--- src/sti_pkg.sv ---
package sti_pkg;

    // action codes
    localparam logic [1:0] ACT_LOAD = 2'd0;
    localparam logic [1:0] ACT_FWD  = 2'd1;
    localparam logic [1:0] ACT_INV  = 2'd2;

    // status codes
    localparam logic [2:0] ST_OK     = 3'd0;
    localparam logic [2:0] ST_LOW    = 3'd1;
    localparam logic [2:0] ST_HIGH   = 3'd2;
    localparam logic [2:0] ST_EMPTY  = 3'd3;
    localparam logic [2:0] ST_REJECT = 3'd4;

    typedef struct packed {
        logic [1:0]  action;
        logic [31:0] query;
        logic [31:0] entry_temp;
        logic [31:0] entry_value;
    } req_t;

    typedef struct packed {
        logic [31:0] answer;
        logic [2:0]  status;
    } rsp_t;

    typedef enum logic [3:0] {
        S_IDLE,
        S_DECODE,
        S_RD_LO,
        S_RD_HI,
        S_CHK,
        S_BIS,
        S_CMP,
        S_PREP,
        S_MUL,
        S_DIV,
        S_FIN,
        S_DONE
    } state_t;

    typedef enum logic [1:0] {
        RD_LO,
        RD_HI,
        RD_MID
    } rd_sel_t;

    typedef enum logic [2:0] {
        RES_ZERO,
        RES_REJECT,
        RES_EMPTY,
        RES_LOW,
        RES_HIGH,
        RES_LO_OK,
        RES_INTERP
    } res_t;

    typedef struct packed {
        logic    ready;
        logic    accept;
        logic    write_en;
        logic    init_bounds;
        rd_sel_t rd_sel;
        logic    cap_lo;
        logic    cap_hi;
        logic    set_mid;
        logic    bis_step;
        logic    prep;
        logic    div_start;
        logic    div_step;
        logic    set_res;
        res_t    res_sel;
        logic    out_load;
    } cmd_t;

    typedef struct packed {
        logic [1:0] action;
        logic       full;
        logic       empty;
        logic       below;
        logic       above;
        logic       single;
        logic       more;
        logic       zero_span;
        logic       div_last;
        logic       out_free;
    } sts_t;

endpackage

--- src/sti_ctrl.sv ---
module sti_ctrl (
    input  logic          clk,
    input  logic          rst_n,
    input  logic          req_valid,
    input  sti_pkg::sts_t sts,
    output sti_pkg::cmd_t cmd
);

    sti_pkg::state_t state_reg;
    sti_pkg::state_t state_next;

    always_ff @(posedge clk or negedge rst_n)
    begin
        if (!rst_n)
        begin
            state_reg <= sti_pkg::S_IDLE;
        end
        else
        begin
            state_reg <= state_next;
        end
    end

    always_comb
    begin
        state_next = state_reg;
        case (state_reg)
            sti_pkg::S_IDLE:
            begin
                if (req_valid)
                begin
                    state_next = sti_pkg::S_DECODE;
                end
            end
            sti_pkg::S_DECODE:
            begin
                if ((sts.action inside {sti_pkg::ACT_FWD, sti_pkg::ACT_INV}) && !sts.empty)
                begin
                    state_next = sti_pkg::S_RD_LO;
                end
                else
                begin
                    state_next = sti_pkg::S_DONE;
                end
            end
            sti_pkg::S_RD_LO: state_next = sti_pkg::S_RD_HI;
            sti_pkg::S_RD_HI: state_next = sti_pkg::S_CHK;
            sti_pkg::S_CHK:
            begin
                if (sts.below || sts.above || sts.single)
                begin
                    state_next = sti_pkg::S_DONE;
                end
                else
                begin
                    state_next = sti_pkg::S_BIS;
                end
            end
            sti_pkg::S_BIS:
            begin
                state_next = sts.more ? sti_pkg::S_CMP : sti_pkg::S_PREP;
            end
            sti_pkg::S_CMP: state_next = sti_pkg::S_BIS;
            sti_pkg::S_PREP:
            begin
                state_next = sts.zero_span ? sti_pkg::S_DONE : sti_pkg::S_MUL;
            end
            sti_pkg::S_MUL: state_next = sti_pkg::S_DIV;
            sti_pkg::S_DIV:
            begin
                if (sts.div_last)
                begin
                    state_next = sti_pkg::S_FIN;
                end
            end
            sti_pkg::S_FIN: state_next = sti_pkg::S_DONE;
            sti_pkg::S_DONE:
            begin
                if (sts.out_free)
                begin
                    state_next = sti_pkg::S_IDLE;
                end
            end
            default: state_next = sti_pkg::S_IDLE;
        endcase
    end

    always_comb
    begin
        cmd = '0;
        cmd.rd_sel  = sti_pkg::RD_LO;
        cmd.res_sel = sti_pkg::RES_ZERO;
        case (state_reg)
            sti_pkg::S_IDLE:
            begin
                cmd.ready  = 1'b1;
                cmd.accept = req_valid;
            end
            sti_pkg::S_DECODE:
            begin
                cmd.set_res = 1'b1;
                case (sts.action)
                    sti_pkg::ACT_LOAD:
                    begin
                        if (sts.full)
                        begin
                            cmd.res_sel = sti_pkg::RES_REJECT;
                        end
                        else
                        begin
                            cmd.write_en = 1'b1;
                        end
                    end
                    sti_pkg::ACT_FWD, sti_pkg::ACT_INV:
                    begin
                        if (sts.empty)
                        begin
                            cmd.res_sel = sti_pkg::RES_EMPTY;
                        end
                        else
                        begin
                            cmd.set_res     = 1'b0;
                            cmd.init_bounds = 1'b1;
                        end
                    end
                    default: cmd.res_sel = sti_pkg::RES_ZERO;
                endcase
            end
            sti_pkg::S_RD_LO:
            begin
                cmd.rd_sel = sti_pkg::RD_LO;
            end
            sti_pkg::S_RD_HI:
            begin
                cmd.rd_sel = sti_pkg::RD_HI;
                cmd.cap_lo = 1'b1;
            end
            sti_pkg::S_CHK:
            begin
                cmd.cap_hi = 1'b1;
                if (sts.below)
                begin
                    cmd.set_res = 1'b1;
                    cmd.res_sel = sti_pkg::RES_LOW;
                end
                else if (sts.above)
                begin
                    cmd.set_res = 1'b1;
                    cmd.res_sel = sti_pkg::RES_HIGH;
                end
                else if (sts.single)
                begin
                    cmd.set_res = 1'b1;
                    cmd.res_sel = sti_pkg::RES_LO_OK;
                end
            end
            sti_pkg::S_BIS:
            begin
                if (sts.more)
                begin
                    cmd.rd_sel  = sti_pkg::RD_MID;
                    cmd.set_mid = 1'b1;
                end
            end
            sti_pkg::S_CMP:
            begin
                cmd.bis_step = 1'b1;
            end
            sti_pkg::S_PREP:
            begin
                if (sts.zero_span)
                begin
                    cmd.set_res = 1'b1;
                    cmd.res_sel = sti_pkg::RES_LO_OK;
                end
                else
                begin
                    cmd.prep = 1'b1;
                end
            end
            sti_pkg::S_MUL:
            begin
                cmd.div_start = 1'b1;
            end
            sti_pkg::S_DIV:
            begin
                cmd.div_step = 1'b1;
            end
            sti_pkg::S_FIN:
            begin
                cmd.set_res = 1'b1;
                cmd.res_sel = sti_pkg::RES_INTERP;
            end
            sti_pkg::S_DONE:
            begin
                cmd.out_load = sts.out_free;
            end
            default: cmd.ready = 1'b0;
        endcase
    end

endmodule
--- config.mk ---
export PLATFORM = sky130hd
export DESIGN_NAME = sti_ctrl
export DESIGN_NICKNAME = d
export VERILOG_FILES = /design/src/sti_pkg.sv /design/src/sti_ctrl.sv
export SDC_FILE = /design/constraint.sdc
export NUM_CORES = 1
export LEC_CHECK = 0
export ABC_AREA = 1
export BUFFER_PORTS_ARGS = -buffer_cell sky130_fd_sc_hd__buf_2
export CORE_AREA = 2 2 39 41
export DETAILED_ROUTE_END_ITERATION = 10
export DIE_AREA = 0 0 41 43
export GPL_TIMING_DRIVEN = 0
export PLACE_DENSITY = 0.87
export SETUP_SLACK_MARGIN = 0.4
export SLEW_MARGIN = 20
export SYNTH_ARGS = -nofsm -noshare
export SYNTH_HDL_FRONTEND = slang
export SYNTH_SLANG_ARGS = --single-unit
--- constraint.sdc ---
create_clock -name clk -period 1.9 [get_ports clk]
set_input_delay 0 -clock clk [delete_from_list [all_inputs] [get_ports clk]]
set_output_delay 0 -clock clk [all_outputs]
set_load 0.05 [all_outputs]
# Word level (Yosys, flattened, before mapping)

Cells that the tools add are included.

Equal/unequal tests: 16
Multiplexer cells: 37
Reductions and logical operators: 9

Operators with widths:

| operator                                      | number |
|---|---|
| case mux 4 bit (12 select lines)              | 1 |
| two-way mux 4 bit                             | 9 |
| two-way mux 1 bit                             | 20 |
| == test 4 x 3 -> 1 bit, second input constant | 4 |
| == test 4 bit, second input constant          | 4 |
| case mux 4 bit (4 select lines)               | 1 |
| == test 4 x 2 -> 1 bit, second input constant | 2 |
| two-way mux 2 bit                             | 4 |
| case mux 2 bit (2 select lines)               | 2 |
| inequality test 2 bit, second input constant  | 3 |
| == test 4 x 1 -> 1 bit, second input constant | 1 |
| logical NOT 4 bit                             | 1 |
| AND reduction 3 bit                           | 1 |
| == test 2 x 1 -> 1 bit, second input constant | 1 |
| == test 2 bit, second input constant          | 1 |
| logical NOT 2 bit                             | 1 |
| logical OR 1 bit                              | 2 |
| nonzero test 2 bit                            | 1 |
| OR reduction 2 bit                            | 1 |
| logical AND 1 bit                             | 1 |
| logical NOT 1 bit                             | 1 |

Register bits: 4
Output and inout port bits: 18

# Logic depth before layout (Yosys ltp)

Depth after elaboration: 5
Mapped depth: 9
Gate-level depth less buffers: 9

# Least setup slack after synthesis

OpenSTA, ideal clock, no wires.

Path kind: register to output
From: reg state_reg[1]
To: out cmd[13] (netlist name)
Arrival time: 2,133 ps
Setup slack: -233 ps
Cell stages (with the launch flop): 5
Cells stage by stage: dfrtp_1 > inv_1 > nand2_1 > nor3_1 > buf_4

RTL lines:

| what                   | RTL line       | text |
|---|---|---|
| start, declared        | sti_ctrl.sv:9  | `sti_pkg::state_t state_reg;` |
| start signal, assigned | sti_ctrl.sv:16 | `state_reg <= sti_pkg::S_IDLE;` |
| start signal, assigned | sti_ctrl.sv:20 | `state_reg <= state_next;` |
| end, declared          | sti_ctrl.sv:6  | `output sti_pkg::cmd_t cmd` |

==> results.json <==
{
  "seq_area_frac_synth": 0.186,
  "largest_reg_flops": 4,
  "critPathLaunch": "state_reg[2]$_DFFE_PN0P_",
  "most-common-layout-cells": "buf_2, nand2_1, inv_1, nor2_1",
  "grt_max_degree": 8,
  "worst_clock_skew_ps": 5.75,
  "clkPwrFrac": 0.074,
  "hold_class": "in2reg",
  "grt.overflow.total": 0,
  "postRouteWirelength_mm": 1.67,
  "dieArea_um2": 1760,
  "pwr-share-seq": 0.152,
  "routed_via_density": 5.05,
  "p_per_area_nw_per_um2": 1680,
  "vias": 758,
  "clock.fmax_mhz": 679,
  "setup_viol": 0,
  "run_status": "complete, no violations",
  "final-hold-violation-count": 0,
  "p_leak_nw": 0.510,
  "gp_congestion": 0.833,
  "syn_inst": 98,
  "critical_path.endpoint": "cmd[4]",
  "track_usage": 0.211,
  "max_slew_margin": 0.829,
  "drtIter0Drc": 27,
  "critPathKind": "reg2out",
  "nNetsFinal": 152,
  "grt_pass1_vias": 637,
  "final_util": 0.638,
  "cp.required_ps": 1900,
  "cp-start-kind": "flop",
  "regToRegSetupSlack_ps": 610,
  "tns_ps": 0,
  "r2r-end": "state_reg[0]$_DFFE_PN0P_",
  "dpl.hpwl_mm": 1.27,
  "grt_use_met3": 0.0314,
  "diodes": 0,
  "power.switching_w": 0.000947,
  "end_kind": "output port",
  "avgSynthCellArea_um2": 5.48,
  "fin_crit_sh": 0.775,
  "regToRegStartpoint": "state_reg[0]$_DFFE_PN0P_",
  "dr.pass1.iters": 4,
  "synth_cell_type_count": 19,
  "gr-usage-met1": 0.262,
  "die_y_um": 43,
  "fin_crit_ps": 1470,
  "yosys_warnings": 0,
  "clock_tree.buffer_depth": 2,
  "power_w": 0.00148,
  "ant_nets": 0,
  "rows": 14,
  "layout_commonest_cell": "buf_2",
  "drive_above_1_share": 0.500,
  "slew_viol_final": 0,
  "antenna_found_initial": 0,
  "vdd_drop_max_uv": 822,
  "clkTransAtPathRegs_ps": 40,
  "numCtsBuffers": 3,
  "cp_data_arrival_time_ps": 1470,
  "ff2ff_path_depth": 8,
  "cts_sinks": 4,
  "netSwitchingFraction": 0.640,
  "clk_latency_ps": 240,
  "rsz0062_at_grt": "yes",
  "dieWidth_um": 41,
  "netlist_area_um2": 537,
  "syn_nets": 114,
  "initial_core_util": 0.388,
  "ys_ff_latch": 4,
  "h-tree-depth": 1,
  "port_buffers": 31,
  "place_ws_ps": 489,
  "tightest_slew_ps": 258,
  "combPwrFrac": 0.774,
  "grt_pass1_wl_mm": 2.55,
  "io_pins": 32,
  "use_met2": 0.347,
  "p_int_w": 0.000532,
  "wire_per_inst_um": 11.1,
  "max-cap-violations": 0,
  "grt-busiest-layer": "met2",
  "cp_max_fo": 5,
  "fin_ws_ps": 428,
  "cts_tree": "done",
  "area_growth_pct": 64.6,
  "core_area_um2": 1380,
  "drc": 0,
  "cts-root-buf": "clkbuf_4"
}
==> area by class of cell <==
cell class,count,area [um2]
buffer,1,7.51
clock buffer,3,22.5
fill,124,500
inverter,19,76.3
multi-input combinational,74,453
sequential,4,105
tap,16,20.0
timing repair buffer,33,199
==> repair_timing <==
action | CTS | global route
gates resized for setup | 15 | 16
hold buffers | 1 | 0
setup buffers | 0 | 1
setup endpoints to repair | 6 | 6
pin swaps | 0 | 2
endpoints found under the hold margin | 4 | 0
==> worst min-delay path by stage <==
stage                       from                  endpoint  slack (ps)  cells past startpoint
after floorplan            rst_n  state_reg[0]$_DFFE_PN0P_        -300                      0
after global placement     rst_n  state_reg[1]$_DFFE_PN0P_        -200                      1
after detailed placement   rst_n  state_reg[0]$_DFFE_PN0P_        -190                      1
after CTS                  rst_n  state_reg[2]$_DFFE_PN0P_          90                      2
after global routing       rst_n  state_reg[2]$_DFFE_PN0P_         110                      2
final                     sts[0]  state_reg[1]$_DFFE_PN0P_          90                      4
==> per-stage QoR <==
step | instance area (um2) | instances | hold WS, ps
2_1_floorplan | 582 | 98 | -296
3_3_place_gp | 757 | 145 | -195
3_5_place_dp | 757 | 145 | -194
4_1_cts | 831 | 149 | 91.0
5_1_grt | 883 | 150 | 107
6_report | 883 | 150 | 94.0
==> critical path: stages, from the launching register on <==
cell     delay [ps]
dfrtp_2         420
inv_2            90
nor2_4          200
nand3_2         120
nand2_2         100
inv_2            50
nand3_1          80
buf_6           170
==> power by group through the flow <==
stage / registers [W] / logic [W] / clock network [W]
2_1_floorplan: 0.000169 / 0.000809 / 0
3_3_place_gp: 0.000176 / 0.000991 / 0
3_5_place_dp: 0.000177 / 0.00101 / 0
4_1_cts: 0.000189 / 0.00107 / 0.000111
5_1_grt: 0.000229 / 0.00123 / 0.000118
6_report: 0.000225 / 0.00115 / 0.000109
==> per-layer routing <==
metal	part of all wire	up-vias
met2	0.52	31
li1	-	385
met4	0.014	0
met3	0.069	2
met5	0	-
met1	0.40	340
==> cell families after synthesis <==
kind of cell / share of synthesized area
AO/OA/AOI/OAI: 0.126
adder cells (fa/ha/maj): 0.0466
buffers and inverters: 0.147
flip-flops: 0.186
AND/OR/NAND/NOR: 0.494
==> cells in the mapped netlist, drive strengths merged <==
library cell / instances / area [um2]
a21oi: 2 / 10.0
dfrtp: 4 / 100
nor3: 5 / 30.0
nand3: 6 / 30.0
o211ai: 1 / 7.51
nand2: 29 / 116
o21ai: 5 / 25.0
buf: 1 / 7.51
nor2: 21 / 88.8
ha: 2 / 25.0
o31ai: 1 / 7.51
inv: 19 / 71.3
o221ai: 2 / 17.5
(Power assumes the default switching activity.)
